$ cat src/hdl/bra_pkg.sv
// bra_pkg: operation codes, tcp flag positions and transaction payload types
// for the biflow record aggregator; no dependencies
`timescale 1ns / 1ps

package bra_pkg;

   typedef enum logic [1:0] {
      OP_LOAD      = 2'd0,
      OP_AGGREGATE = 2'd1,
      OP_READOUT   = 2'd2,
      OP_UNUSED    = 2'd3
   } op_type;

   localparam int unsigned FLAG_SYN_BIT = 1;
   localparam int unsigned FLAG_ACK_BIT = 4;

   typedef struct packed {
      logic [1:0]  operation;
      logic [31:0] in_src_addr;
      logic [31:0] in_dst_addr;
      logic [15:0] in_src_port;
      logic [15:0] in_dst_port;
      logic [31:0] in_time_start;
      logic [31:0] in_time_end;
      logic [63:0] in_octets;
      logic [31:0] in_packets;
      logic [7:0]  in_tcp_flags;
      logic [31:0] time_now;
   } req_payload_type;

   typedef struct packed {
      logic        matched;
      logic        side;
      logic [31:0] out_addr;
      logic [15:0] out_port;
      logic [31:0] out_time_start;
      logic [31:0] out_time_end;
      logic [63:0] out_octets;
      logic [31:0] out_packets;
      logic [7:0]  out_tcp_flags;
      logic [31:0] expire_time;
      logic        last;
   } rsp_payload_type;

endpackage

$ cat src/hdl/bra_channel_if.sv
// bra_req_if and bra_rsp_if: valid/ready channels carrying the request and
// response payloads; depends on bra_pkg
`timescale 1ns / 1ps

interface bra_req_if;
   import bra_pkg::*;
   logic            valid;
   logic            ready;
   req_payload_type data;
   modport source (output valid, output data, input ready);
   modport sink   (input valid, input data, output ready);
endinterface

interface bra_rsp_if;
   import bra_pkg::*;
   logic            valid;
   logic            ready;
   rsp_payload_type data;
   modport source (output valid, output data, input ready);
   modport sink   (input valid, input data, output ready);
endinterface

$ cat src/hdl/biflow_record_aggregator_unit.sv
// biflow_record_aggregator_unit: single bidirectional connection record with
// load, aggregate and readout; depends on bra_pkg and the channel interfaces
`timescale 1ns / 1ps

// Load and aggregate transactions are taken one per clock while req_if.ready
// is high: the record is updated at the accepting edge and an aggregate result
// appears on rsp_if in the next cycle. A readout places two results (initiator,
// then responder) in the two-entry result register, so the request side stalls
// until the first is taken. req_if.ready follows rsp_if.ready through that
// result register. csr_wr_en writes the expiry timeout (timeout_ff); write only while idle.
module biflow_record_aggregator_unit (
   input  logic        clock,
   input  logic        reset,
   bra_req_if.sink     req_if,
   bra_rsp_if.source   rsp_if,
   input  logic        csr_wr_en,
   input  logic [15:0] csr_wr_data
);
   import bra_pkg::*;

   logic [15:0] timeout_ff;

   logic [31:0] a_addr_ff, b_addr_ff;
   logic [15:0] a_port_ff, b_port_ff;
   logic [31:0] a_start_ff, a_end_ff, b_start_ff, b_end_ff;
   logic [63:0] a_octets_ff, b_octets_ff;
   logic [31:0] a_packets_ff, b_packets_ff;
   logic [7:0]  a_flags_ff, b_flags_ff;
   logic [31:0] expiry_ff;
   logic        a_seen_ff, b_seen_ff;

   logic [31:0] a_addr_in, b_addr_in;
   logic [15:0] a_port_in, b_port_in;
   logic [31:0] a_start_in, a_end_in, b_start_in, b_end_in;
   logic [63:0] a_octets_in, b_octets_in;
   logic [31:0] a_packets_in, b_packets_in;
   logic [7:0]  a_flags_in, b_flags_in;
   logic [31:0] expiry_in;
   logic        a_seen_in, b_seen_in;

   rsp_payload_type slot0_ff, slot1_ff, slot0_in, slot1_in;
   logic [1:0]      count_ff, count_in;

   req_payload_type rq;
   rsp_payload_type res0, res1;
   logic [1:0]      gen_count;
   logic [1:0]      count_after_pop;
   logic            accept, pop;
   logic            fwd, rev, b_first;
   logic [31:0]     new_exp;

   function automatic rsp_payload_type make_rsp(
      input logic        matched,
      input logic        side,
      input logic [31:0] addr,
      input logic [15:0] port,
      input logic [31:0] t_start,
      input logic [31:0] t_end,
      input logic [63:0] octets,
      input logic [31:0] packets,
      input logic [7:0]  flags,
      input logic [31:0] expire,
      input logic        last
   );
      rsp_payload_type r;
      r.matched        = matched;
      r.side           = side;
      r.out_addr       = addr;
      r.out_port       = port;
      r.out_time_start = t_start;
      r.out_time_end   = t_end;
      r.out_octets     = octets;
      r.out_packets    = packets;
      r.out_tcp_flags  = flags;
      r.expire_time    = expire;
      r.last           = last;
      return r;
   endfunction

   function automatic logic is_opener(input logic [7:0] f);
      return f[FLAG_SYN_BIT] && !f[FLAG_ACK_BIT];
   endfunction

   assign rq     = req_if.data;
   assign pop    = rsp_if.valid && rsp_if.ready;
   assign accept = req_if.valid && req_if.ready;

   // new results always land in slot 0 after any pop in the same cycle
   assign req_if.ready = (count_ff == 2'd0) || ((count_ff == 2'd1) && rsp_if.ready);
   assign rsp_if.valid = (count_ff != 2'd0);
   assign rsp_if.data  = slot0_ff;

   assign new_exp = rq.time_now + {16'd0, timeout_ff};

   assign fwd = (rq.in_src_addr == a_addr_ff) && (rq.in_dst_addr == b_addr_ff) &&
                (rq.in_src_port == a_port_ff) && (rq.in_dst_port == b_port_ff);
   assign rev = (rq.in_src_addr == b_addr_ff) && (rq.in_dst_addr == a_addr_ff) &&
                (rq.in_src_port == b_port_ff) && (rq.in_dst_port == a_port_ff);

   always_comb begin
      if (is_opener(a_flags_ff)) begin
         b_first = 1'b0;
      end else if (is_opener(b_flags_ff)) begin
         b_first = 1'b1;
      end else if (a_seen_ff != b_seen_ff) begin
         b_first = b_seen_ff;
      end else begin
         b_first = (a_start_ff > b_start_ff);
      end
   end

   // record update
   always_comb begin
      a_addr_in    = a_addr_ff;
      b_addr_in    = b_addr_ff;
      a_port_in    = a_port_ff;
      b_port_in    = b_port_ff;
      a_start_in   = a_start_ff;
      a_end_in     = a_end_ff;
      b_start_in   = b_start_ff;
      b_end_in     = b_end_ff;
      a_octets_in  = a_octets_ff;
      b_octets_in  = b_octets_ff;
      a_packets_in = a_packets_ff;
      b_packets_in = b_packets_ff;
      a_flags_in   = a_flags_ff;
      b_flags_in   = b_flags_ff;
      expiry_in    = expiry_ff;
      a_seen_in    = a_seen_ff;
      b_seen_in    = b_seen_ff;
      if (accept) begin
         case (op_type'(rq.operation))
            OP_LOAD: begin
               a_addr_in    = rq.in_src_addr;
               a_port_in    = rq.in_src_port;
               b_addr_in    = rq.in_dst_addr;
               b_port_in    = rq.in_dst_port;
               a_start_in   = rq.in_time_start;
               a_end_in     = rq.in_time_end;
               b_start_in   = 32'd0;
               b_end_in     = 32'd0;
               a_octets_in  = rq.in_octets;
               b_octets_in  = 64'd0;
               a_packets_in = rq.in_packets;
               b_packets_in = 32'd0;
               a_flags_in   = rq.in_tcp_flags;
               b_flags_in   = 8'd0;
               expiry_in    = new_exp;
               a_seen_in    = 1'b1;
               b_seen_in    = 1'b0;
            end
            OP_AGGREGATE: begin
               if (fwd) begin
                  expiry_in    = new_exp;
                  a_octets_in  = a_octets_ff + rq.in_octets;
                  a_packets_in = a_packets_ff + rq.in_packets;
                  a_flags_in   = a_flags_ff | rq.in_tcp_flags;
                  // first data on a side takes the times outright
                  a_start_in   = (!a_seen_ff || rq.in_time_start < a_start_ff) ?
                                 rq.in_time_start : a_start_ff;
                  a_end_in     = (!a_seen_ff || rq.in_time_end > a_end_ff) ?
                                 rq.in_time_end : a_end_ff;
                  a_seen_in    = 1'b1;
               end else if (rev) begin
                  expiry_in    = new_exp;
                  b_octets_in  = b_octets_ff + rq.in_octets;
                  b_packets_in = b_packets_ff + rq.in_packets;
                  b_flags_in   = b_flags_ff | rq.in_tcp_flags;
                  b_start_in   = (!b_seen_ff || rq.in_time_start < b_start_ff) ?
                                 rq.in_time_start : b_start_ff;
                  b_end_in     = (!b_seen_ff || rq.in_time_end > b_end_ff) ?
                                 rq.in_time_end : b_end_ff;
                  b_seen_in    = 1'b1;
               end
            end
            default: begin
            end
         endcase
      end
   end

   // results of the accepted transaction
   always_comb begin
      res0      = '0;
      res1      = '0;
      gen_count = 2'd0;
      case (op_type'(rq.operation))
         OP_AGGREGATE: begin
            gen_count = 2'd1;
            if (fwd) begin
               res0 = make_rsp(1'b1, 1'b0, a_addr_ff, a_port_ff, a_start_in, a_end_in,
                               a_octets_in, a_packets_in, a_flags_in, expiry_in, 1'b1);
            end else if (rev) begin
               res0 = make_rsp(1'b1, 1'b1, b_addr_ff, b_port_ff, b_start_in, b_end_in,
                               b_octets_in, b_packets_in, b_flags_in, expiry_in, 1'b1);
            end else begin
               res0.last = 1'b1;
            end
         end
         OP_READOUT: begin
            gen_count = 2'd2;
            if (b_first) begin
               res0 = make_rsp(1'b1, 1'b0, b_addr_ff, b_port_ff, b_start_ff, b_end_ff,
                               b_octets_ff, b_packets_ff, b_flags_ff, expiry_ff, 1'b0);
               res1 = make_rsp(1'b1, 1'b1, a_addr_ff, a_port_ff, a_start_ff, a_end_ff,
                               a_octets_ff, a_packets_ff, a_flags_ff, expiry_ff, 1'b1);
            end else begin
               res0 = make_rsp(1'b1, 1'b0, a_addr_ff, a_port_ff, a_start_ff, a_end_ff,
                               a_octets_ff, a_packets_ff, a_flags_ff, expiry_ff, 1'b0);
               res1 = make_rsp(1'b1, 1'b1, b_addr_ff, b_port_ff, b_start_ff, b_end_ff,
                               b_octets_ff, b_packets_ff, b_flags_ff, expiry_ff, 1'b1);
            end
         end
         default: begin
         end
      endcase
   end

   // two-entry result register
   assign count_after_pop = count_ff - {1'b0, pop};

   always_comb begin
      slot0_in = slot0_ff;
      slot1_in = slot1_ff;
      if (pop) begin
         slot0_in = slot1_ff;
      end
      count_in = count_after_pop;
      if (accept) begin
         slot0_in = res0;
         slot1_in = res1;
         count_in = count_after_pop + gen_count;
      end
   end

   always_ff @(posedge clock) begin
      if (reset) begin
         timeout_ff   <= 16'd0;
         a_addr_ff    <= 32'd0;
         b_addr_ff    <= 32'd0;
         a_port_ff    <= 16'd0;
         b_port_ff    <= 16'd0;
         a_start_ff   <= 32'd0;
         a_end_ff     <= 32'd0;
         b_start_ff   <= 32'd0;
         b_end_ff     <= 32'd0;
         a_octets_ff  <= 64'd0;
         b_octets_ff  <= 64'd0;
         a_packets_ff <= 32'd0;
         b_packets_ff <= 32'd0;
         a_flags_ff   <= 8'd0;
         b_flags_ff   <= 8'd0;
         expiry_ff    <= 32'd0;
         a_seen_ff    <= 1'b0;
         b_seen_ff    <= 1'b0;
         count_ff     <= 2'd0;
      end else begin
         if (csr_wr_en) begin
            timeout_ff <= csr_wr_data;
         end
         a_addr_ff    <= a_addr_in;
         b_addr_ff    <= b_addr_in;
         a_port_ff    <= a_port_in;
         b_port_ff    <= b_port_in;
         a_start_ff   <= a_start_in;
         a_end_ff     <= a_end_in;
         b_start_ff   <= b_start_in;
         b_end_ff     <= b_end_in;
         a_octets_ff  <= a_octets_in;
         b_octets_ff  <= b_octets_in;
         a_packets_ff <= a_packets_in;
         b_packets_ff <= b_packets_in;
         a_flags_ff   <= a_flags_in;
         b_flags_ff   <= b_flags_in;
         expiry_ff    <= expiry_in;
         a_seen_ff    <= a_seen_in;
         b_seen_ff    <= b_seen_in;
         count_ff     <= count_in;
      end
   end

   always_ff @(posedge clock) begin
      slot0_ff <= slot0_in;
      slot1_ff <= slot1_in;
   end

endmodule

$ cat src/flat_wrapper.sv
// flat-port wrapper written by rule: the top's interface ports become plain ports
module biflow_record_aggregator_unit_flat import bra_pkg::*;
  (clock, reset, csr_wr_en, csr_wr_data, req_if_valid, req_if_data, req_if_ready, rsp_if_valid, rsp_if_data, rsp_if_ready);
  bra_req_if req_if_i ();
  bra_rsp_if rsp_if_i ();
  input  logic clock;
  input  logic reset;
  input  logic csr_wr_en;
  input  logic [15:0] csr_wr_data;
  input wire logic [$bits(req_if_i.valid)-1:0] req_if_valid;
  input wire logic [$bits(req_if_i.data)-1:0] req_if_data;
  output wire logic [$bits(req_if_i.ready)-1:0] req_if_ready;
  output wire logic [$bits(rsp_if_i.valid)-1:0] rsp_if_valid;
  output wire logic [$bits(rsp_if_i.data)-1:0] rsp_if_data;
  input wire logic [$bits(rsp_if_i.ready)-1:0] rsp_if_ready;
  assign req_if_i.valid = req_if_valid;
  assign req_if_i.data = req_if_data;
  assign req_if_ready = req_if_i.ready;
  assign rsp_if_valid = rsp_if_i.valid;
  assign rsp_if_data = rsp_if_i.data;
  assign rsp_if_i.ready = rsp_if_ready;
  biflow_record_aggregator_unit u_core (.clock(clock), .reset(reset), .req_if(req_if_i), .rsp_if(rsp_if_i), .csr_wr_en(csr_wr_en), .csr_wr_data(csr_wr_data));
endmodule
$ cat config.mk
export PLATFORM = sky130hd
export DESIGN_NAME = biflow_record_aggregator_unit_flat
export DESIGN_NICKNAME = d
export VERILOG_FILES = /design/src/hdl/bra_pkg.sv /design/src/hdl/bra_channel_if.sv /design/src/hdl/biflow_record_aggregator_unit.sv /design/src/flat_wrapper.sv
export SDC_FILE = /design/constraint.sdc
export NUM_CORES = 2
export LEC_CHECK = 0
export BUFFER_PORTS_ARGS = -buffer_cell sky130_fd_sc_hd__buf_4
export CAP_MARGIN = 10
export CORE_AREA = 2 2 382 460
export DETAILED_ROUTE_END_ITERATION = 8
export DIE_AREA = 0 0 384 462
export GPL_TIMING_DRIVEN = 0
export PLACE_DENSITY = 0.63
export SLEW_MARGIN = 20
export SYNTH_ARGS = -nofsm -noshare
export SYNTH_HDL_FRONTEND = slang
export SYNTH_SLANG_ARGS = --single-unit
$ cat constraint.sdc
create_clock -name clock -period 15 [get_ports clock]
set_clock_uncertainty 0.15 [all_clocks]
set_input_delay 3 -clock clock [delete_from_list [all_inputs] [get_ports clock]]
set_output_delay 3 -clock clock [all_outputs]
set_load 0.05 [all_outputs]
**Yosys cells after proc, flatten, opt, wreduce, memory -nomap -nowiden**

Index checks and enable logic that the tools add are counted.

- Bits of input ports: 319
- Logic and storage cells: 158
- Register bits after elaboration: 986
- Output and inout port bits: 253

- Equality and inequality tests: 15
- $add $sub $neg: 7
- Muxes and demuxes: 60
- Bitwise operators: 2
- Reductions and logical operators: 28
- Order comparisons: 5

Operator list:

| kind | count |
|---|---|
| 251-bit 2-to-1 mux | 3 |
| 32-bit 2-to-1 mux | 22 |
| 251-bit case mux with 2 select lines | 1 |
| 249-bit 2-to-1 mux | 2 |
| 32-bit case mux with 2 select lines | 7 |
| 64-bit 2-to-1 mux | 5 |
| 64-bit case mux with 2 select lines | 2 |
| 250-bit 2-to-1 mux | 1 |
| 64-bit adder | 2 |
| 32-bit == test | 4 |
| 32-bit > comparator | 3 |
| 32-bit adder | 2 |
| 16-bit == test | 4 |
| 32-bit less-than comparator | 2 |
| 8-bit 2-to-1 mux | 5 |
| 32-bit by 16-bit adder with 32-bit output | 1 |
| 8-bit case mux with 2 select lines | 2 |
| 8-bit OR | 2 |
| 1-bit logical AND | 11 |
| 1-bit 2-to-1 mux | 6 |
| 2-bit nonzero test | 3 |
| 1-bit logical OR | 5 |
| 2-bit by 1-bit == test with 1-bit output, second input constant | 2 |
| 1-bit zero test | 4 |
| other kinds (13) | 16 |

**Logic depth before layout (Yosys ltp)**

- Word-level depth: 12
- Gate-level depth with buffers: 15
- Depth with buffers taken out: 14

**Worst setup path after synthesis**

No wires, ideal clock.

- Path kind: input to register
- From: input rsp_if_ready
- To: register u_core.slot0_ff, in the netlist u_core.rsp_if.data[0] (enable)
- Setup time: 0.508 ns
- Setup slack: -1.422 ns
- Buffers on the path: 4
- Required time: 14.342 ns
- Data arrival time: 15.764 ns
- Stages on the path: 9
- Cell sequence: inv_1 -> a21oi_1 -> nand2_1 -> inv_1 -> clkbuf_1 -> clkbuf_1 -> clkbuf_1 -> clkbuf_1 -> or2_2

- Word-level cells in the longest chain between the ends: 4
- Elaborated cells between the ends (all ways): 5
- Those cells by class: reduce/logical (5)

RTL lines:

| item | RTL line | text |
|---|---|---|
| from (decl) | flat_wrapper.sv:15 | `input wire logic [$bits(rsp_if_i.ready)-1:0] rsp_if_ready;` |
| 1-bit logical AND | biflow_record_aggregator_unit.sv:89 | `assign req_if.ready = (count_ff == 2'd0) \|\| ((count_ff == 2'd1) && rsp_if.ready);` |
| 1-bit logical OR | biflow_record_aggregator_unit.sv:89 |  |
| via req_if_ready | flat_wrapper.sv:12 | `output wire logic [$bits(req_if_i.ready)-1:0] req_if_ready;` |
| 1-bit logical AND | biflow_record_aggregator_unit.sv:86 | `assign accept = req_if.valid && req_if.ready;` |
| via u_core.accept | biflow_record_aggregator_unit.sv:48 | `logic accept, pop;` |
| 2-bit nonzero test (no line) | n/a |  |
| to (signal assigned) | biflow_record_aggregator_unit.sv:283 | `slot0_ff <= slot0_in;` |
| to (decl) | biflow_record_aggregator_unit.sv:41 | `rsp_payload_type slot0_ff, slot1_ff, slot0_in, slot1_in;` |

The timed path passes the listed nets, and every way through them passes these cells.
A chain may end at the register's enable or synchronous reset.

**Final worst setup path**

- From: input rsp_if_ready
- To: register u_core.slot0_ff, in the netlist u_core.rsp_if.data[182] (enable)

- Word-level cells in the longest chain between the ends: 4
- Elaborated cells between the ends (all ways): 5
- Those cells by class: reduce/logical (5)

RTL lines:

| item | RTL line |
|---|---|
| 1-bit logical AND | biflow_record_aggregator_unit.sv:89 |
| 1-bit logical OR | biflow_record_aggregator_unit.sv:89 |
| 1-bit logical AND | biflow_record_aggregator_unit.sv:86 |
| via u_core.accept | biflow_record_aggregator_unit.sv:48 |
| 2-bit nonzero test (no line) | n/a |

The timed path passes the listed nets, and every way through them passes these cells.

==> results.md <==
- The final count of pins violating max slew is 0.
- The first global-routing pass estimated 444,000 um of wire.
- The maximum operating frequency is 103 MHz.
- The net count after synthesis is 7,319.
- The share of the clock period used by the worst path is 64.6%.
- The number of global-route vias before repair was 57,300.
- Counting the buffers created by CTS gives 111.
- The worst pin sits at a relative slew slack of 8.60%.
- The run finished, with violations left.
- In this run the mean area of a mapped cell was 9.08 um2.
- At the worst endpoint, the arrival time is 9.97 ns.
- The total number of placement rows is 168.
- The clock insertion delay at the later pin of the skew report is 0.81 ns.
- The number of cells after detailed placement is 9,508.
- In this run, post-CTS repair resized a total of 0 instances.
- The total overflow left after global routing is 0.
- After floorplanning, the core was sized to cover 173,000 um2.
- The peak ir drop on the vdd network is 143 uV.
- With fillers left out, the area of the finished cells amounts to 71,700 um2.
- The area growth from synthesis to layout is 19.1%.
- The clock tree synthesis step divided the H-tree into 3 levels.
- In the final timing run, aggregate negative setup slack is 0 ns.
- After clock tree synthesis, the clock-pin slew on the worst setup and hold paths is 0.06 ns.
- The slew at the pin closest to its max-slew limit is 1.37 ns.
- In the routed design, unresolved DRC markers number 7.
- Among all flip-flop cells after synthesis, the most frequent one is sky130_fd_sc_hd__edfxtp_1.
- The number of standard cells in the layout, taps in and fillers out is 9,738.
- The final RePlAce weighted congestion is 1.04.
- During synthesis, Yosys emitted a total of 0 warnings.
- The sequential share of the synthesized area is 41.0%.
- The post-detailed-route count of antenna-violating nets is 0.
- The synthesized netlist occupies a cell area of 60,200 um2.
- The layout filler cell count is 17,300.
- The hold violation total from the final report was 0.
- Counting flops with an async set or reset pin after synthesis yields a share of 0%.
- The number of library cell types mapped by synthesis is 92.
- Dividing the detail-routed wire length by the instance count gives 33.7 um.
- OpenSTA, run right after detailed placement, puts the worst setup slack at 4.86 ns.
- The number of enable flip-flop cells after synthesis is 500.
- The synthesized design contains 984 register bits.
- The floorplan die width is 384 um.
- Setup violations remaining at the end of the flow were counted as 0.
- The worst setup path is captured at a flop.
- The post-CTS setup repair buffer count is 0.
- The net count of the finished layout is 8,017.
- TritonCTS built the clock tree.
- The detailed router placed 61,500 vias in this run.
- Max-cap violations in this run came to 0.
- The detailed-placement wirelength estimate is 249,000 um.
- The effective utilization at floorplan is 34.7%.
- The number of antenna violations at the first check in global routing is 48.
- Summing all placed instances gives a cell area of 67,800 um2.
- The root buffer selected by CTS is sky130_fd_sc_hd__clkbuf_16.
- Entering global routing, the biggest net connects 67 pins.
- For this design the top-level I/O count stands at 572.
- Setup repair after global routing left no endpoint under its margin.
- The die covers 177,000 um2.
- The number of input and output port buffers inserted is 570.
- After detailed routing, the number of vias per cell comes to 6.32.
- The detailed router finished its first iteration with 9,465 violations.
- The number of detailed-route iterations in the first pass is 9.
- No sink is reached through more buffers than the 3 on the longest clock path.
- Hold repair after CTS inserted 0 buffers.
- For the worst setup path, the data required time is 15.28 ns.
- The die span in y is 462 um.
- For this design the ratio of total power to cell area is 148 nW/um2.
- The worst setup margin is 5.31 ns.
- The fraction of final layout cells with drive strength greater than 1 is 12.8%.
- The worst path needs 9.69 ns of the cycle, external delays included.
- The worst setup path is launched from a primary input.
- The TritonCTS sink count is 984.
- The path class of the tightest hold or removal check is flop to flop.
- The routed wire length is 328,000 um.
- Summed over all cells, the static leakage comes to 0.0276 uW.
- The checks that failed: design-rule violations.
- The critical path is of the primary input to flop type.
- In the synthesized netlist, the number of instances is 6,628.
- The biggest fanout along the worst timing path is 66.
- The total global-route track usage is 35.4%.
-- path summary, 6_finish.rpt --
| kind | startpoint | end | slack [ns] | depth (start not counted) |
|---|---|---|---|---|
| min reg2reg | u_core.expiry_ff[13] | u_core.expiry_ff[13] | 0.30 | 2 |
| max reg2reg | u_core.count_ff[1] | u_core.rsp_if.data[182] | 7.37 | 12 |
| max | rsp_if_ready | u_core.rsp_if.data[182] | 5.31 | 14 |
| min | u_core.expiry_ff[13] | u_core.expiry_ff[13] | 0.30 | 2 |
-- synthesized netlist by cell type (43+ instances only) --
| library cell | count | area (um2) |
|---|---|---|
| sky130_fd_sc_hd__a21o_1 | 143 | 1070 |
| sky130_fd_sc_hd__nand3_1 | 103 | 515 |
| sky130_fd_sc_hd__nor2b_1 | 105 | 657 |
| sky130_fd_sc_hd__a22oi_1 | 224 | 1680 |
| sky130_fd_sc_hd__o21bai_1 | 45 | 338 |
| sky130_fd_sc_hd__a22o_1 | 323 | 2830 |
| sky130_fd_sc_hd__a31oi_1 | 91 | 569 |
| sky130_fd_sc_hd__nand2_1 | 764 | 2870 |
| sky130_fd_sc_hd__and2_1 | 84 | 526 |
| sky130_fd_sc_hd__clkbuf_1 | 357 | 1340 |
| sky130_fd_sc_hd__buf_2 | 58 | 290 |
| sky130_fd_sc_hd__o21ai_0 | 408 | 2040 |
| sky130_fd_sc_hd__edfxtp_1 | 500 | 15000 |
| sky130_fd_sc_hd__xnor2_1 | 181 | 1590 |
| sky130_fd_sc_hd__nor2_1 | 441 | 1660 |
| sky130_fd_sc_hd__nor4_1 | 43 | 269 |
| sky130_fd_sc_hd__a222oi_1 | 63 | 631 |
| sky130_fd_sc_hd__dfxtp_1 | 484 | 9690 |
| sky130_fd_sc_hd__xor2_1 | 199 | 1740 |
| sky130_fd_sc_hd__nand4_1 | 88 | 551 |
| sky130_fd_sc_hd__ha_1 | 367 | 4590 |
| sky130_fd_sc_hd__inv_1 | 211 | 792 |
| sky130_fd_sc_hd__nand2b_1 | 70 | 438 |
| sky130_fd_sc_hd__nor3_1 | 64 | 320 |
| sky130_fd_sc_hd__a21oi_1 | 552 | 2760 |
| sky130_fd_sc_hd__a221oi_1 | 138 | 1210 |
-- layer usage --
layer	part of all wire [%]	wire [um]	global-route usage, %
met3	12	40700	10.2
met5	0.099	323	0
met4	7.1	23200	21.8
met1	38	125000	44.5
met2	42	139000	53.5
-- power breakdown --
| part | switching (uW) | internal [uW] | total [uW] |
|---|---|---|---|
| Sequential | 237 | 3430 | 3670 |
| Clock | 1300 | 1700 | 2990 |
| Combinational | 3040 | 934 | 3980 |
| Total | 4580 | 6060 | 10600 |
-- layout by cell type (no fill, tap or decap), drive strengths merged, types with 138 or more instances in the layout --
cell,count
nand2,765
buf,667
a21oi,553
edfxtp,500
clkbuf,488
dfxtp,484
nor2,442
o21ai,441
ha,367
a22o,323
a22oi,224
inv,218
xor2,199
xnor2,181
a21o,145
a221oi,138
-- metrics by stage --
stage,total power [uW],hold WS (ns),util (%)
3_3_place_gp,7590,0.288,38.8
2_1_floorplan,5820,0.272,-
5_1_grt,10900,0.317,41.3
6_report,10600,0.303,41.3
3_5_place_dp,7560,0.292,39.1
4_1_cts,10500,0.300,41.3
-- worst max-delay path, stage by stage --
cell and delay, ns:
sky130_fd_sc_hd__buf_4 0.12, sky130_fd_sc_hd__inv_1 0.04, sky130_fd_sc_hd__a21oi_1 0.52, sky130_fd_sc_hd__nand2_1 0.94, sky130_fd_sc_hd__inv_1 0.32, sky130_fd_sc_hd__clkbuf_1 0.70
sky130_fd_sc_hd__clkbuf_1 1.07, sky130_fd_sc_hd__clkbuf_2 0.70, sky130_fd_sc_hd__clkbuf_8 0.56, sky130_fd_sc_hd__buf_16 0.33, sky130_fd_sc_hd__buf_16 0.35, sky130_fd_sc_hd__or2_4 0.50
sky130_fd_sc_hd__buf_16 0.30, sky130_fd_sc_hd__buf_16 0.28
-- flip-flops by register name (all words and copies together) (netlist names), 16 cells and up --
signal / cells
u_core.b_port_ff: 16
u_core.b_octets_ff: 64
u_core.rsp_if.data: 251
u_core.b_packets_ff: 32
u_core.b_addr_ff: 32
u_core.b_end_ff: 32
u_core.timeout_ff: 16
u_core.a_port_ff: 16
u_core.a_octets_ff: 64
u_core.a_packets_ff: 32
u_core.b_start_ff: 32
u_core.a_addr_ff: 32
u_core.a_start_ff: 32
u_core.expiry_ff: 32
u_core.slot1_ff: 249
u_core.a_end_ff: 32
-- kinds of logic after synthesis --
logic type / share of synthesized area, %
AO/OA/AOI/OAI: 26.9
AND/OR/NAND/NOR: 14.0
flip-flops: 41.0
buffers and inverters: 4.28
XOR/XNOR: 5.53
adder cells (fa/ha/maj): 7.79
multiplexers: 0.451
-- final cells by class --
type | count | area [um2] | area share, %
Antenna cell | 19 | 47.5 | 0.0663
Buffer | 440 | 1870 | 2.60
Clock buffer | 130 | 2940 | 4.10
Clock inverter | 81 | 890 | 1.24
Inverter | 212 | 796 | 1.11
Multi-Input combinational cell | 4992 | 33000 | 46.0
Sequential cell | 984 | 24700 | 34.5
Tap cell | 2295 | 2870 | 4.01
Timing Repair Buffer | 585 | 4610 | 6.43
(Power assumes the default switching activity.)
